$ cat src/hdl/mtep_pkg.sv
// Types and constants of the MIDI track event parser.
// No dependencies; used by every module of the block.
package mtep_pkg;

  localparam int unsigned MAX_VLQ_BYTES = 4;
  localparam int unsigned QUEUE_DEPTH   = 2;
  localparam int unsigned TICK_W        = 28;

  localparam logic [7:0] META_STATUS   = 8'hFF;
  localparam logic [7:0] SYSEX_START   = 8'hF0;
  localparam logic [7:0] SYSEX_ESCAPE  = 8'hF7;
  localparam logic [7:0] SYSTEM_FIRST  = 8'hF1;
  localparam logic [7:0] SYSTEM_LAST   = 8'hFE;
  localparam logic [3:0] CHANNEL_MASK  = 4'b1111;
  localparam logic [2:0] ONE_DATA_CMDS = 3'b110;

  typedef enum logic [1:0] {
    KIND_CHANNEL = 2'd0,
    KIND_META    = 2'd1,
    KIND_SYSEX   = 2'd2,
    KIND_ERROR   = 2'd3
  } event_kind_e;

  typedef enum logic [2:0] {
    CLS_DATA,
    CLS_CHAN_STATUS,
    CLS_META,
    CLS_SYSEX,
    CLS_SYSTEM
  } byte_class_e;

  typedef enum logic [8:0] {
    PH_DELTA     = 9'b0_0000_0001,
    PH_STATUS    = 9'b0_0000_0010,
    PH_DATA1     = 9'b0_0000_0100,
    PH_DATA2     = 9'b0_0000_1000,
    PH_META_TYPE = 9'b0_0001_0000,
    PH_META_LEN  = 9'b0_0010_0000,
    PH_META_SKIP = 9'b0_0100_0000,
    PH_SYX_LEN   = 9'b0_1000_0000,
    PH_SYX_SKIP  = 9'b1_0000_0000
  } phase_e;

  typedef struct packed {
    logic [7:0] data_byte;
    logic       track_start;
  } in_item_t;

  typedef struct packed {
    in_item_t    raw;
    byte_class_e byte_class;
  } class_item_t;

  typedef struct packed {
    event_kind_e         event_kind;
    logic [TICK_W-1:0]   delta_ticks;
    logic [2:0]          command;
    logic [3:0]          channel;
    logic [6:0]          first_data;
    logic [6:0]          second_data;
    logic [7:0]          meta_type;
    logic [TICK_W-1:0]   payload_length;
  } out_item_t;

endpackage

$ cat src/hdl/mtep_queue.sv
// Small first-in first-out queue of register stages, generic in item type.
// Depends on mtep_pkg for the default depth.
module mtep_queue #(
  parameter int unsigned Depth = mtep_pkg::QUEUE_DEPTH,
  parameter type item_t = logic
) (
  input  logic  clk_i,
  input  logic  rst_ni,
  input  logic  push_i,
  input  item_t item_i,
  output logic  full_o,
  input  logic  pop_i,
  output item_t item_o,
  output logic  empty_o
);

  localparam int unsigned PtrW = (Depth > 1) ? $clog2(Depth) : 1;
  localparam int unsigned CntW = $clog2(Depth + 1);

  item_t             mem_q [Depth];
  logic [PtrW-1:0]   wr_ptr_q, wr_ptr_d;
  logic [PtrW-1:0]   rd_ptr_q, rd_ptr_d;
  logic [CntW-1:0]   count_q, count_d;
  logic              do_push, do_pop;

  assign full_o  = (count_q == CntW'(Depth));
  assign empty_o = (count_q == '0);
  assign do_push = push_i && !full_o;
  assign do_pop  = pop_i && !empty_o;
  assign item_o  = mem_q[rd_ptr_q];

  always_comb begin
    wr_ptr_d = wr_ptr_q;
    rd_ptr_d = rd_ptr_q;
    count_d  = count_q;
    if (do_push) begin
      wr_ptr_d = (wr_ptr_q == PtrW'(Depth - 1)) ? '0 : wr_ptr_q + 1'b1;
    end
    if (do_pop) begin
      rd_ptr_d = (rd_ptr_q == PtrW'(Depth - 1)) ? '0 : rd_ptr_q + 1'b1;
    end
    if (do_push && !do_pop) begin
      count_d = count_q + 1'b1;
    end else if (do_pop && !do_push) begin
      count_d = count_q - 1'b1;
    end
  end

  always_ff @(posedge clk_i or negedge rst_ni) begin
    if (!rst_ni) begin
      wr_ptr_q <= '0;
      rd_ptr_q <= '0;
      count_q  <= '0;
    end else begin
      wr_ptr_q <= wr_ptr_d;
      rd_ptr_q <= rd_ptr_d;
      count_q  <= count_d;
    end
  end

  always_ff @(posedge clk_i) begin
    if (do_push) begin
      mem_q[wr_ptr_q] <= item_i;
    end
  end

endmodule

$ cat src/hdl/mtep_front.sv
// Front end of the parser: classifies each incoming byte and queues it.
// Depends on mtep_pkg and mtep_queue.
module mtep_front #(
  parameter int unsigned QueueDepth = mtep_pkg::QUEUE_DEPTH
) (
  input  logic                  clk_i,
  input  logic                  rst_ni,
  input  logic                  push_i,
  input  mtep_pkg::in_item_t    in_data_i,
  output logic                  full_o,
  input  logic                  pop_i,
  output mtep_pkg::class_item_t item_o,
  output logic                  valid_o
);

  mtep_pkg::class_item_t classified;
  logic                  empty;

  always_comb begin
    classified.raw = in_data_i;
    if (!in_data_i.data_byte[7]) begin
      classified.byte_class = mtep_pkg::CLS_DATA;
    end else if (in_data_i.data_byte == mtep_pkg::META_STATUS) begin
      classified.byte_class = mtep_pkg::CLS_META;
    end else if (in_data_i.data_byte inside {mtep_pkg::SYSEX_START, mtep_pkg::SYSEX_ESCAPE}) begin
      classified.byte_class = mtep_pkg::CLS_SYSEX;
    end else if (in_data_i.data_byte inside {[mtep_pkg::SYSTEM_FIRST:mtep_pkg::SYSTEM_LAST]}) begin
      // System common and real-time bytes have no meaning inside a file.
      classified.byte_class = mtep_pkg::CLS_SYSTEM;
    end else begin
      classified.byte_class = mtep_pkg::CLS_CHAN_STATUS;
    end
  end

  mtep_queue #(
    .Depth  (QueueDepth),
    .item_t (mtep_pkg::class_item_t)
  ) u_in_queue (
    .clk_i   (clk_i),
    .rst_ni  (rst_ni),
    .push_i  (push_i),
    .item_i  (classified),
    .full_o  (full_o),
    .pop_i   (pop_i),
    .item_o  (item_o),
    .empty_o (empty)
  );

  assign valid_o = !empty;

endmodule

$ cat src/hdl/mtep_parser.sv
// Back end of the parser: the event state machine, one byte per cycle while the result side is not full.
// Depends on mtep_pkg.
module mtep_parser #(
  parameter int unsigned MaxVlqBytes = mtep_pkg::MAX_VLQ_BYTES
) (
  input  logic                  clk_i,
  input  logic                  rst_ni,
  input  logic                  valid_i,
  input  mtep_pkg::class_item_t item_i,
  output logic                  take_o,
  input  logic                  out_full_i,
  output logic                  result_valid_o,
  output mtep_pkg::out_item_t   result_o
);

  localparam int unsigned TickW = mtep_pkg::TICK_W;
  localparam int unsigned CntW  = $clog2(MaxVlqBytes + 1);

  mtep_pkg::phase_e  phase_q, phase_d, eff_phase;
  logic [TickW-1:0]  delta_q, delta_d, eff_delta;
  logic [CntW-1:0]   cnt_q, cnt_d, eff_cnt;
  logic [7:0]        rs_q, rs_d, eff_rs;
  logic [6:0]        first_q, first_d, eff_first;
  logic [7:0]        meta_q, meta_d, eff_meta;
  logic [TickW-1:0]  len_q, len_d, eff_len;
  logic [TickW-1:0]  skip_q, skip_d, eff_skip;

  logic [7:0]        b;
  logic              ts;
  logic [TickW-1:0]  vlq_in, vlq_new;
  logic [CntW:0]     cnt_inc;
  logic              vlq_long;
  logic [TickW-1:0]  skip_dec;
  logic              emit;
  mtep_pkg::event_kind_e kind;
  logic [6:0]        second;
  logic [TickW-1:0]  plen;

  assign b      = item_i.raw.data_byte;
  assign ts     = item_i.raw.track_start;
  assign take_o = valid_i && !out_full_i;

  // A track start drops any partial event before the byte is parsed.
  always_comb begin
    eff_phase = ts ? mtep_pkg::PH_DELTA : phase_q;
    eff_delta = ts ? '0 : delta_q;
    eff_cnt   = ts ? '0 : cnt_q;
    eff_rs    = ts ? '0 : rs_q;
    eff_first = ts ? '0 : first_q;
    eff_meta  = ts ? '0 : meta_q;
    eff_len   = ts ? '0 : len_q;
    eff_skip  = ts ? '0 : skip_q;
  end

  assign vlq_in   = (eff_phase == mtep_pkg::PH_DELTA) ? eff_delta : eff_len;
  assign vlq_new  = {vlq_in[TickW-8:0], b[6:0]};
  assign cnt_inc  = {1'b0, eff_cnt} + 1'b1;
  assign vlq_long = b[7] && (cnt_inc >= (CntW+1)'(MaxVlqBytes));
  assign skip_dec = eff_skip - {{(TickW-1){1'b0}}, (eff_skip != '0)};

  always_comb begin
    phase_d = eff_phase;
    delta_d = eff_delta;
    cnt_d   = eff_cnt;
    rs_d    = eff_rs;
    first_d = eff_first;
    meta_d  = eff_meta;
    len_d   = eff_len;
    skip_d  = eff_skip;
    emit    = 1'b0;
    kind    = mtep_pkg::KIND_ERROR;
    second  = '0;
    plen    = '0;

    case (eff_phase)
      mtep_pkg::PH_DELTA: begin
        delta_d = vlq_new;
        cnt_d   = b[7] ? cnt_inc[CntW-1:0] : '0;
        if (vlq_long) begin
          emit = 1'b1;
        end else if (!b[7]) begin
          phase_d = mtep_pkg::PH_STATUS;
        end
      end
      mtep_pkg::PH_STATUS: begin
        case (item_i.byte_class)
          mtep_pkg::CLS_META: begin
            rs_d    = '0;
            phase_d = mtep_pkg::PH_META_TYPE;
          end
          mtep_pkg::CLS_SYSEX: begin
            rs_d    = '0;
            phase_d = mtep_pkg::PH_SYX_LEN;
          end
          mtep_pkg::CLS_CHAN_STATUS: begin
            rs_d    = b;
            phase_d = mtep_pkg::PH_DATA1;
          end
          mtep_pkg::CLS_DATA: begin
            if (eff_rs == '0) begin
              emit = 1'b1;
            end else begin
              first_d = b[6:0];
              if (eff_rs[7:5] == mtep_pkg::ONE_DATA_CMDS) begin
                emit = 1'b1;
                kind = mtep_pkg::KIND_CHANNEL;
              end else begin
                phase_d = mtep_pkg::PH_DATA2;
              end
            end
          end
          default: begin
            emit = 1'b1;
          end
        endcase
      end
      mtep_pkg::PH_DATA1: begin
        if (b[7]) begin
          emit = 1'b1;
        end else begin
          first_d = b[6:0];
          if (eff_rs[7:5] == mtep_pkg::ONE_DATA_CMDS) begin
            emit = 1'b1;
            kind = mtep_pkg::KIND_CHANNEL;
          end else begin
            phase_d = mtep_pkg::PH_DATA2;
          end
        end
      end
      mtep_pkg::PH_DATA2: begin
        emit = 1'b1;
        if (!b[7]) begin
          kind   = mtep_pkg::KIND_CHANNEL;
          second = b[6:0];
        end
      end
      mtep_pkg::PH_META_TYPE: begin
        meta_d  = b;
        phase_d = mtep_pkg::PH_META_LEN;
      end
      mtep_pkg::PH_META_LEN, mtep_pkg::PH_SYX_LEN: begin
        len_d = vlq_new;
        cnt_d = b[7] ? cnt_inc[CntW-1:0] : '0;
        if (vlq_long) begin
          emit = 1'b1;
        end else if (!b[7]) begin
          if (vlq_new == '0) begin
            // An empty payload reports on its last length byte.
            emit = 1'b1;
            kind = (eff_phase == mtep_pkg::PH_META_LEN) ? mtep_pkg::KIND_META
                                                         : mtep_pkg::KIND_SYSEX;
          end else begin
            skip_d  = vlq_new;
            phase_d = (eff_phase == mtep_pkg::PH_META_LEN) ? mtep_pkg::PH_META_SKIP
                                                            : mtep_pkg::PH_SYX_SKIP;
          end
        end
      end
      mtep_pkg::PH_META_SKIP, mtep_pkg::PH_SYX_SKIP: begin
        skip_d = skip_dec;
        if (skip_dec == '0) begin
          emit = 1'b1;
          kind = (eff_phase == mtep_pkg::PH_META_SKIP) ? mtep_pkg::KIND_META
                                                        : mtep_pkg::KIND_SYSEX;
          plen = eff_len;
        end
      end
      default: begin
        phase_d = mtep_pkg::PH_DELTA;
        delta_d = '0;
        cnt_d   = '0;
        first_d = '0;
        meta_d  = '0;
        len_d   = '0;
        skip_d  = '0;
      end
    endcase

    // The report sees the state as updated by this byte.
    result_o.event_kind     = kind;
    result_o.delta_ticks    = delta_d;
    result_o.command        = (kind == mtep_pkg::KIND_CHANNEL) ? rs_d[6:4] : '0;
    result_o.channel        = (kind == mtep_pkg::KIND_CHANNEL)
                              ? (rs_d[3:0] & mtep_pkg::CHANNEL_MASK) : '0;
    result_o.first_data     = (kind == mtep_pkg::KIND_CHANNEL) ? first_d : '0;
    result_o.second_data    = second;
    result_o.meta_type      = (kind == mtep_pkg::KIND_META) ? meta_d : '0;
    result_o.payload_length = plen;

    if (emit) begin
      phase_d = mtep_pkg::PH_DELTA;
      delta_d = '0;
      cnt_d   = '0;
      first_d = '0;
      meta_d  = '0;
      len_d   = '0;
      skip_d  = '0;
    end
  end

  assign result_valid_o = take_o && emit;

  always_ff @(posedge clk_i or negedge rst_ni) begin
    if (!rst_ni) begin
      phase_q <= mtep_pkg::PH_DELTA;
      delta_q <= '0;
      cnt_q   <= '0;
      rs_q    <= '0;
      first_q <= '0;
      meta_q  <= '0;
      len_q   <= '0;
      skip_q  <= '0;
    end else if (take_o) begin
      phase_q <= phase_d;
      delta_q <= delta_d;
      cnt_q   <= cnt_d;
      rs_q    <= rs_d;
      first_q <= first_d;
      meta_q  <= meta_d;
      len_q   <= len_d;
      skip_q  <= skip_d;
    end
  end

endmodule

$ cat src/hdl/midi_track_event_parser.sv
// The parser takes the body of a MIDI track chunk one byte per transaction and
// gives one result per completed event (channel message, meta event or sysex
// event) or one error result per malformed event. It accepts a byte every clock
// cycle as long as results are taken; the state machine in the parser handles
// one byte per cycle while the result queue is not full. A byte that ends an
// event is registered in the input queue; the parser forms its result, which is
// registered in the result queue and then shown on the result ports. Two-entry
// queues on the input and the result side absorb a brief stall of either side.
//
// Top level of the MIDI track event parser.
// Depends on mtep_pkg, mtep_front, mtep_parser and mtep_queue.
module midi_track_event_parser #(
  parameter int unsigned MaxVlqBytes = mtep_pkg::MAX_VLQ_BYTES,
  parameter int unsigned QueueDepth  = mtep_pkg::QUEUE_DEPTH
) (
  input  logic                clk_i,
  input  logic                rst_ni,
  input  logic                push,
  input  mtep_pkg::in_item_t  in_data_i,
  output logic                full,
  output logic                empty,
  input  logic                pop,
  output mtep_pkg::out_item_t out_data_o
);

  mtep_pkg::class_item_t byte_item;
  logic                  byte_valid;
  logic                  byte_take;
  logic                  res_full;
  logic                  res_valid;
  mtep_pkg::out_item_t   res_item;

  mtep_front #(
    .QueueDepth (QueueDepth)
  ) u_front (
    .clk_i     (clk_i),
    .rst_ni    (rst_ni),
    .push_i    (push),
    .in_data_i (in_data_i),
    .full_o    (full),
    .pop_i     (byte_take),
    .item_o    (byte_item),
    .valid_o   (byte_valid)
  );

  mtep_parser #(
    .MaxVlqBytes (MaxVlqBytes)
  ) u_parser (
    .clk_i          (clk_i),
    .rst_ni         (rst_ni),
    .valid_i        (byte_valid),
    .item_i         (byte_item),
    .take_o         (byte_take),
    .out_full_i     (res_full),
    .result_valid_o (res_valid),
    .result_o       (res_item)
  );

  mtep_queue #(
    .Depth  (QueueDepth),
    .item_t (mtep_pkg::out_item_t)
  ) u_result_queue (
    .clk_i   (clk_i),
    .rst_ni  (rst_ni),
    .push_i  (res_valid),
    .item_i  (res_item),
    .full_o  (res_full),
    .pop_i   (pop),
    .item_o  (out_data_o),
    .empty_o (empty)
  );

endmodule

$ cat config.mk
export PLATFORM = sky130hd
export DESIGN_NAME = midi_track_event_parser
export DESIGN_NICKNAME = d
export VERILOG_FILES = /design/src/hdl/mtep_pkg.sv /design/src/hdl/mtep_queue.sv /design/src/hdl/mtep_front.sv /design/src/hdl/mtep_parser.sv /design/src/hdl/midi_track_event_parser.sv
export SDC_FILE = /design/constraint.sdc
export NUM_CORES = 1
export LEC_CHECK = 0
export BUFFER_PORTS_ARGS = -buffer_cell sky130_fd_sc_hd__clkbuf_2
export CAP_MARGIN = 20
export CORE_ASPECT_RATIO = 1.1
export CORE_UTILIZATION = 40
export CTS_BUF_LIST = sky130_fd_sc_hd__clkbuf_8
export DETAILED_ROUTE_END_ITERATION = 6
export PLACE_DENSITY = 0.57
export SYNTH_ARGS = -nofsm -noshare
export SYNTH_HDL_FRONTEND = slang
export SYNTH_SLANG_ARGS = --single-unit
$ cat constraint.sdc
create_clock -name clk_i -period 10.1 [get_ports clk_i]
set_input_delay 2.02 -clock clk_i [delete_from_list [all_inputs] [get_ports clk_i]]
set_output_delay 2.02 -clock clk_i [all_outputs]
set_load 0.005 [all_outputs]
==> out/summary.log, run 1 <==
qor: setup_path.worst-setup-path-type reg2reg
qor: die.floorplan.initialDensity 40.73%
qor: outcome.status complete, no violations
qor: layout.stdcell_area 17660 sq um
qor: cts.clock-root-buffer sky130_fd_sc_hd__clkbuf_8
qor: setup_path.path_buf_inv 5
qor: setup_path.data_required_critical_path 10.35 ns
qor: synthesis.synth_edf_count 198
qor: grt.antenna_found_initial 0
qor: place.dp_worst_setup_slack 2.676 ns
qor: setup_path.most_used_cell_along_the_critical_path sky130_fd_sc_hd__buf_4
qor: setup_path.crit_path_cell_trace buf_4 -> mux2_2 -> buf_4 -> nor2_1 -> ha_1 -> ha_1 -> inv_1 -> a211oi_1 -> o311a_1 -> a32oi_1 -> or4_1 -> or3_1 -> nor3_4 -> buf_4 -> o21ai_0 -> nor2_4 -> buf_12
qor: setup_path.slowest_delay 0.95 ns
qor: routing.drc_violations 0
qor: die.die_area 39680 sq um
qor: cts.cts_hold_buffers 0
qor: synthesis.share_of_synthesized_registers_carrying_an_async_set_or_reset 39.08%
qor: sta.final.setup.tns 0 ns
qor: layout.final_common_cell sky130_fd_sc_hd__edfxtp_1
qor: cts.clk_latency 0.61 ns
qor: synthesis.post_synth_instance_area 15560 sq um
qor: worst_hold_path.hold_path_class reg2reg
qor: place.placedInstanceArea 16590 sq um
qor: cts.cts_buffers 55
qor: synthesis.synth_area_per_cell 11.78 sq um
qor: setup_path.critical_path.endpoint_type flop
qor: grt.grt_pass1_wl 67030 um
qor: die.placement_rows 75
qor: place.io_buffer_count 101
qor: routing.drt-total-wl 43110 um
qor: sta.relSlewSlack 24.10%
qor: synthesis.synth-main-ff-cell sky130_fd_sc_hd__edfxtp_1
qor: sta.hold_violations 0
qor: pwr.power_per_cell_area 247.7 nW/um^2
qor: routing.routedWlPerCell 22.00 um
qor: sta.fin_worst_hold_slack 0.4818 ns
qor: setup_path.worst-path-max-fanout 66
qor: place.gp_congestion 0.8930
qor: layout.syn2layout_area_growth 13.50%
qor: place.dpl_wire_length 28490 um
qor: cts.cts_num_sinks 325
qor: cts.ctsResizeCount 0
qor: pwr.peakVddDrop 243.8 uV
qor: synthesis.yosys_register_bits 325
qor: cts.cts_tree yes
qor: grt.gr-usage-all-layers 21.73%
qor: sta.period_needed 7.453 ns
qor: die.core_area 38190 sq um
qor: synthesis.postSynthNetCount 1339
qor: layout.layout-drive-gt1-share 21.44%
qor: pwr.power_leakage 0.006801 uW
qor: cts.htreeDepth 2
qor: synthesis.post_synth_num_cell_types 75
qor: die.die_span_y 208.8 um
qor: synthesis.yosysSeqAreaShare 58.66%
qor: layout.finish.net_count 1431
qor: sta.finalSetupViolCount 0
qor: setup_path.setup.worst_path.start_class flop
qor: routing.drtAntennaViolNets 0
qor: routing.via_per_inst 5.902
qor: cts.cts_setup_buffers 0
qor: sta.fmaxAchievable 134.2 MHz
qor: grt.grt.overflow.total 0
qor: routing.dr.first_iter.drc_count 1144
qor: cts.clk_path_buf_depth 3
qor: synthesis.number_of_instances_in_the_synthesized_netlist 1321
qor: setup_path.cpLargestDelayFamily buffers and inverters
qor: routing.drt-pass1-iter-count 6
qor: layout.insertedDiodeCount 0
qor: sta.rsz_0062_raised_after_global_routing false
qor: sta.fin_crit_sh 73.79%
qor: sta.tightest_slew 1.138 ns
qor: run.cap_violations 0
qor: die.floorplan.io_pins 102
qor: die.die_x 190.0 um
qor: routing.routed-via-count 11570
qor: sta.timing.final.max_slew_violations 0
qor: synthesis.synth_warnings 0
qor: setup_path.cp_data_arrival_time 7.71 ns
qor: setup_path.critPathSlowestCell sky130_fd_sc_hd__ha_1
qor: cts.clk_pin_slew_worst_paths 0.06 ns
qor: grt.grt_start_max_net_pins 68
qor: sta.fin_worst_skew 0.03204 ns
qor: layout.final_cell_mix sky130_fd_sc_hd__edfxtp_1, sky130_fd_sc_hd__dfrtp_1, sky130_fd_sc_hd__nand2_1, sky130_fd_sc_hd__clkbuf_2, sky130_fd_sc_hd__mux2_2
qor: sta.layout_setup_ws 2.647 ns
qor: grt.first_global_vias 11450
cell families after synthesis:
group | after synthesis | synth area share [%]
flip-flops | 325 | 58.66
AND/OR/NAND/NOR | 391 | 12.68
XOR/XNOR | 14 | 0.7882
buffers and inverters | 116 | 3.064
AO/OA/AOI/OAI | 354 | 16.21
adder cells (fa/ha/maj) | 5 | 0.4022
multiplexers | 116 | 8.204
stage by stage:
stage | cells | utilization (%) | power [uW]
CTS | 1960 | 46.23 | 4402
floorplan | 1321 | - | 2655
detailed placement | 1856 | 43.43 | 3254
global route | 1960 | 46.23 | 4600
global placement | 1856 | 43.43 | 3245
finish | 1960 | 46.23 | 4373
path summary, 6_finish.rpt:
path | from | end | slack (ns) | depth (start not counted)
worst min register to register | u_parser.first_q[2] | u_parser.first_q[2] | 0.48 | 2
min in group asynchronous | rst_ni | u_front.u_in_queue.count_q[0] | 1.52 | 1
max in group asynchronous | rst_ni | u_parser.delta_q[25] | 7.14 | 2
worst min-delay path | u_parser.first_q[2] | u_parser.first_q[2] | 0.48 | 2
worst max-delay path | u_front.u_in_queue.rd_ptr_q | u_result_queue.mem_q[0][22] | 2.65 | 17
worst max register to register | u_front.u_in_queue.rd_ptr_q | u_result_queue.mem_q[0][22] | 2.65 | 17
cell type report:
class / instances / area [sq um]
clock buffer: 58 / 798.3
clock inverter: 46 / 271.5
fill: 3534 / 20540
inverter: 22 / 82.58
multi-input combinational: 880 / 6006
sequential: 325 / 9129
tap: 500 / 625.6
timing repair buffer: 129 / 743.2
sequential cells by signal (all words and copies together) (netlist names):
signal and cells:
u_front.u_in_queue.count_q 2, u_front.u_in_queue.mem_q 24, u_front.u_in_queue.rd_ptr_q 1, u_front.u_in_queue.wr_ptr_q 1, u_parser.cnt_q 3, u_parser.delta_q 28
u_parser.first_q 7, u_parser.len_q 28, u_parser.meta_q 8, u_parser.phase_q 9, u_parser.rs_q 8, u_parser.skip_q 28
u_result_queue.count_q 2, u_result_queue.mem_q 174, u_result_queue.rd_ptr_q 1, u_result_queue.wr_ptr_q 1
layer usage:
layer | part of all wire, % | vias up | global-route usage [%]
li1 | - | 5266 | -
met5 | 0 | - | 0
met3 | 5.9 | 90 | 3.611
met2 | 45 | 402 | 33.10
met4 | 2.7 | 0 | 7.425
met1 | 46 | 5809 | 31.32
worst register-to-register path, cell delays in order, from the launching register on:
cell	delay, ns
sky130_fd_sc_hd__dfrtp_1	0.33
sky130_fd_sc_hd__buf_4	0.32
sky130_fd_sc_hd__mux2_2	0.38
sky130_fd_sc_hd__buf_4	0.30
sky130_fd_sc_hd__nor2_1	0.18
sky130_fd_sc_hd__ha_1	0.58
sky130_fd_sc_hd__ha_1	0.95
sky130_fd_sc_hd__inv_1	0.47
sky130_fd_sc_hd__a211oi_1	0.33
sky130_fd_sc_hd__o311a_1	0.20
sky130_fd_sc_hd__a32oi_1	0.08
sky130_fd_sc_hd__or4_1	0.43
sky130_fd_sc_hd__or3_1	0.37
sky130_fd_sc_hd__nor3_4	0.12
sky130_fd_sc_hd__buf_4	0.40
sky130_fd_sc_hd__o21ai_0	0.49
sky130_fd_sc_hd__nor2_4	0.72
sky130_fd_sc_hd__buf_12	0.38
power by group:
group	leakage, uW	internal, uW	switching [uW]
clock network	0.000606	608	531
logic	0.00264	542	1000
registers	0.00356	1550	141
Yosys cell counts (4+ instances only):
| cell | n | share of area (%) |
|---|---|---|
| sky130_fd_sc_hd__a22oi_1 | 24 | 1.2 |
| sky130_fd_sc_hd__mux2_2 | 92 | 6.7 |
| sky130_fd_sc_hd__a31oi_1 | 13 | 0.52 |
| sky130_fd_sc_hd__a41oi_1 | 4 | 0.23 |
| sky130_fd_sc_hd__dfrtp_1 | 126 | 20 |
| sky130_fd_sc_hd__mux2i_1 | 24 | 1.5 |
| sky130_fd_sc_hd__a21o_1 | 4 | 0.19 |
| sky130_fd_sc_hd__nand4b_1 | 4 | 0.23 |
| sky130_fd_sc_hd__and4_1 | 5 | 0.28 |
| sky130_fd_sc_hd__nor3_1 | 44 | 1.4 |
| sky130_fd_sc_hd__o31ai_1 | 10 | 0.48 |
| sky130_fd_sc_hd__xnor2_1 | 9 | 0.51 |
| sky130_fd_sc_hd__o211ai_1 | 4 | 0.19 |
| sky130_fd_sc_hd__inv_1 | 22 | 0.53 |
| sky130_fd_sc_hd__or3_1 | 11 | 0.44 |
| sky130_fd_sc_hd__a22o_1 | 91 | 5.1 |
| sky130_fd_sc_hd__and3_1 | 10 | 0.40 |
| sky130_fd_sc_hd__clkbuf_1 | 64 | 1.5 |
| sky130_fd_sc_hd__nor4_1 | 26 | 1.0 |
| sky130_fd_sc_hd__nand2b_1 | 8 | 0.32 |
| sky130_fd_sc_hd__o21ai_0 | 63 | 2.0 |
| sky130_fd_sc_hd__or4_1 | 9 | 0.43 |
| sky130_fd_sc_hd__nor2_1 | 80 | 1.9 |
| sky130_fd_sc_hd__o21a_1 | 4 | 0.19 |
| sky130_fd_sc_hd__edfxtp_1 | 198 | 38 |
| sky130_fd_sc_hd__o2bb2ai_1 | 10 | 0.56 |
| sky130_fd_sc_hd__nand3_1 | 20 | 0.64 |
| sky130_fd_sc_hd__xor2_1 | 5 | 0.28 |
| sky130_fd_sc_hd__nand4_1 | 9 | 0.36 |
| sky130_fd_sc_hd__buf_2 | 15 | 0.48 |
| sky130_fd_sc_hd__and2_1 | 33 | 1.3 |
| sky130_fd_sc_hd__o21ai_1 | 7 | 0.23 |
| sky130_fd_sc_hd__ha_1 | 5 | 0.40 |
| sky130_fd_sc_hd__o22ai_1 | 11 | 0.44 |
| sky130_fd_sc_hd__a211oi_1 | 12 | 0.58 |
| sky130_fd_sc_hd__nand2_1 | 113 | 2.7 |
| sky130_fd_sc_hd__a21oi_1 | 59 | 1.9 |
| sky130_fd_sc_hd__buf_1 | 12 | 0.29 |
Note: power is estimated with default switching activity, not from simulation.
==> inputs of run 2 (changes only) <==
--- a/config.mk
+++ b/config.mk
@@ -11,7 +11,7 @@
 export CORE_UTILIZATION = 40
 export CTS_BUF_LIST = sky130_fd_sc_hd__clkbuf_8
 export DETAILED_ROUTE_END_ITERATION = 6
-export PLACE_DENSITY = 0.57
+export PLACE_DENSITY = 0.59
 export SYNTH_ARGS = -nofsm -noshare
 export SYNTH_HDL_FRONTEND = slang
 export SYNTH_SLANG_ARGS = --single-unit
==> constraint.sdc (replaced) <==
create_clock -name clk_i -period 6.8 [get_ports clk_i]
set_input_delay 1.36 -clock clk_i [delete_from_list [all_inputs] [get_ports clk_i]]
set_output_delay 1.36 -clock clk_i [all_outputs]
set_load 0.005 [all_outputs]
==> run 2 against run 1 <==
  * Worst hold slack better by 0.0057 ns
  * Critical path type unchanged
  * Sequential share of layout area is 0.051 points higher
  * Flip-flop and latch count stayed put
  * Clock power rose by 41%
  * Largest cell class unchanged
  * Via count up 0.33%
  * Maximum frequency is 36% higher
==> out/summary.log, run 2 (same netlist as run 1, synthesis figures left out) <==
qor: pwr.report.power.total 6412 uW [+47%]
qor: layout.stdcell_area 17640 sq um [about the same]
qor: layout.registers.top_by_ff_count u_result_queue.mem_q
qor: setup_path.setup.worst_path.start_class flop
qor: grt.grt_start_max_net_pins 73 [+7.4%]
qor: sta.tightest_slew 1.071 ns [-0.06751 ns]
qor: sta.timing.final.max_slew_violations 0 [unchanged]
qor: layout.fin_cells 1960 [unchanged]
qor: layout.final_cell_mix sky130_fd_sc_hd__edfxtp_1, sky130_fd_sc_hd__dfrtp_1, sky130_fd_sc_hd__nand2_1, sky130_fd_sc_hd__clkbuf_2, sky130_fd_sc_hd__mux2_2
qor: sta.fin_crit_sh 80.80% [+7.0 points]
qor: sta.fmaxAchievable 182.0 MHz [+36%]
qor: routing.dr.first_iter.drc_count 1146 [+0.17%]
qor: setup_path.worst-path-max-fanout 37 [-44%]
qor: die.die_span_y 208.8 um [unchanged]
qor: die.core_area 38190 sq um [unchanged]
qor: place.number_of_placed_cells_counting_well_taps 1861 [+0.27%]
qor: routing.drt-pass1-iter-count 6 [unchanged]
qor: sta.hold_violations 0 [unchanged]
qor: cts.htreeDepth 2 [unchanged]
qor: outcome.status complete, no violations
qor: run.cap_violations 0 [unchanged]
qor: layout.layout.area.seq 9129 sq um [unchanged]
qor: layout.finish.net_count 1434 [+0.21%]
qor: die.placement_rows 75 [unchanged]
qor: layout.multi_input_area 6006 sq um [unchanged]
qor: sta.relSlewSlack 28.43% [+4.3 points]
qor: grt.antenna_found_initial 0 [unchanged]
qor: sta.rsz_0062_raised_after_global_routing false
qor: worst_hold_path.hold_path_class reg2reg
qor: cts.clk_latency 0.60 ns [about the same]
qor: cts.clk_path_buf_depth 3 [unchanged]
qor: setup_path.critical_path.endpoint_type flop
qor: place.io_buffer_count 101 [unchanged]
qor: layout.final_common_cell sky130_fd_sc_hd__edfxtp_1
qor: cts.cts_hold_buffers 0 [unchanged]
qor: die.floorplan.io_pins 102 [unchanged]
qor: grt.first_global_vias 11190 [-2.3%]
qor: cts.clk_pin_slew_worst_paths 0.06 ns [about the same]
qor: setup_path.worst-setup-path-type reg2reg
qor: layout.insertedDiodeCount 0 [unchanged]
qor: pwr.power_leakage 0.006808 uW [+0.10%]
qor: layout.syn2layout_area_growth 13.38% [about the same]
qor: grt.grt_pass1_wl 66070 um [-1.4%]
qor: layout.fillerInstances 3476 [-1.6%]
qor: routing.routedWlPerCell 21.70 um [-1.3%]
qor: grt.gr-usage-all-layers 21.37% [-0.36 points]
qor: setup_path.data_required_critical_path 7.23 ns [-3.12 ns]
qor: cts.cts_num_sinks 325 [unchanged]
qor: die.die_x 190.0 um [unchanged]
qor: cts.cts_buffers 52 [-5.5%]
qor: routing.drc_violations 0 [unchanged]
qor: cts.cts_tree yes
qor: sta.fin_worst_skew 0.02155 ns [-0.01050 ns]
qor: routing.via_per_inst 5.921 [+0.33%]
qor: sta.finalSetupViolCount 0 [unchanged]
qor: place.gp_congestion 0.9190 [+2.9%]
qor: place.dpl_wire_length 28490 um [about the same]
qor: pwr.peakVddDrop 184.7 uV [-24%]
qor: place.placedInstanceArea 16620 sq um [+0.23%]
qor: setup_path.cp_data_arrival_time 5.93 ns [-1.78 ns]
qor: die.floorplan.initialDensity 40.73% [unchanged]
qor: layout.largest_reg_flops 174 [unchanged]
qor: cts.ctsResizeCount 0 [unchanged]
qor: layout.layout-drive-gt1-share 21.64% [+0.21 points]
qor: cts.clock-root-buffer sky130_fd_sc_hd__clkbuf_8
qor: grt.grt.overflow.total 0 [unchanged]
qor: sta.period_needed 5.495 ns [-1.958 ns]
qor: pwr.power_per_cell_area 363.5 nW/um^2 [+47%]
qor: die.die_area 39680 sq um [unchanged]
qor: cts.cts_setup_buffers 0 [unchanged]
qor: routing.drtAntennaViolNets 0 [unchanged]
qor: routing.drt-total-wl 42540 um [-1.3%]
qor: routing.routed-via-count 11610 [+0.33%]
run 2: cell types whose count changed in the layout (fill, tap and decap cells not counted):
cell / before / now
sky130_fd_sc_hd__clkinv_2: 4 / 5
sky130_fd_sc_hd__clkinv_1: 15 / 12
sky130_fd_sc_hd__clkinvlp_4: 4 / 2
sky130_fd_sc_hd__buf_4: 27 / 32
sky130_fd_sc_hd__clkinv_4: 0 / 1
sky130_fd_sc_hd__buf_8: 0 / 1
sky130_fd_sc_hd__bufinv_16: 3 / 2
sky130_fd_sc_hd__clkbuf_8: 58 / 56
run 2: critical path, cell delays in order (launching register included):
cell and delay [ns]:
sky130_fd_sc_hd__dfrtp_1 0.49, sky130_fd_sc_hd__nor4_1 0.57, sky130_fd_sc_hd__and2_1 0.26, sky130_fd_sc_hd__nand3_1 0.10, sky130_fd_sc_hd__nor3_1 0.15, sky130_fd_sc_hd__nor2_1 0.06, sky130_fd_sc_hd__ha_1 0.41, sky130_fd_sc_hd__ha_1 0.32
sky130_fd_sc_hd__buf_4 0.22, sky130_fd_sc_hd__nor2_1 0.11, sky130_fd_sc_hd__o311a_1 0.18, sky130_fd_sc_hd__a32oi_1 0.08, sky130_fd_sc_hd__or4_1 0.45, sky130_fd_sc_hd__or3_1 0.36, sky130_fd_sc_hd__nor3_4 0.13, sky130_fd_sc_hd__buf_4 0.38
sky130_fd_sc_hd__nand2b_1 0.81, sky130_fd_sc_hd__o21ai_0 0.23
run 2: worst paths after layout:
kind,startpoint,to,slack (ns),cells past startpoint
worst min-delay path,u_parser.first_q[1],u_parser.first_q[1],0.49,2
min in group asynchronous,rst_ni,u_front.u_in_queue.wr_ptr_q,0.82,1
max in group asynchronous,rst_ni,u_parser.delta_q[15],4.49,2
worst max-delay path,u_parser.skip_q[18],u_parser.skip_q[19],1.31,17
worst max register to register,u_parser.skip_q[18],u_parser.skip_q[19],1.31,17
worst min register to register,u_parser.first_q[1],u_parser.first_q[1],0.49,2
run 2: report_power, final:
| part | total, uW | internal (uW) | switching, uW |
|---|---|---|---|
| logic | 2300 | 823 | 1480 |
| clock network | 1610 | 837 | 769 |
| registers | 2500 | 2300 | 203 |
| total | 6410 | 3960 | 2450 |
run 2: cell type report:
type / count / area share (%)
multi-input cells: 880 / 34.05
flip-flops and latches: 325 / 51.76
clock inverters: 42 / 1.298
well taps: 500 / 3.547
repair buffers: 135 / 4.512
clock buffers: 56 / 4.370
inverters: 22 / 0.4682
run 2: stage by stage:
| stage | utilization (%) | worst slack (ns) | setup TNS, ns | hold WS, ns |
|---|---|---|---|---|
| global placement | 43.51 | 1.465 | 0 | 0.4621 |
| detailed placement | 43.53 | 1.365 | 0 | 0.4738 |
| global route | 46.18 | 0.8896 | 0 | 0.4969 |
| finish | 46.18 | 1.305 | 0 | 0.4875 |
| floorplan | - | -0.1848 | -32.13 | 0.4502 |
| CTS | 46.14 | 1.371 | 0 | 0.4859 |
run 2: per-layer routing:
| metal | global-route usage [%] | share of wire [%] | up-vias |
|---|---|---|---|
| met4 | 6.758 | 2.3 | 0 |
| met3 | 2.956 | 6.3 | 76 |
| met1 | 30.89 | 45 | 5791 |
| met2 | 33.14 | 46 | 459 |
| met5 | 0 | 0 | - |
| li1 | - | - | 5279 |
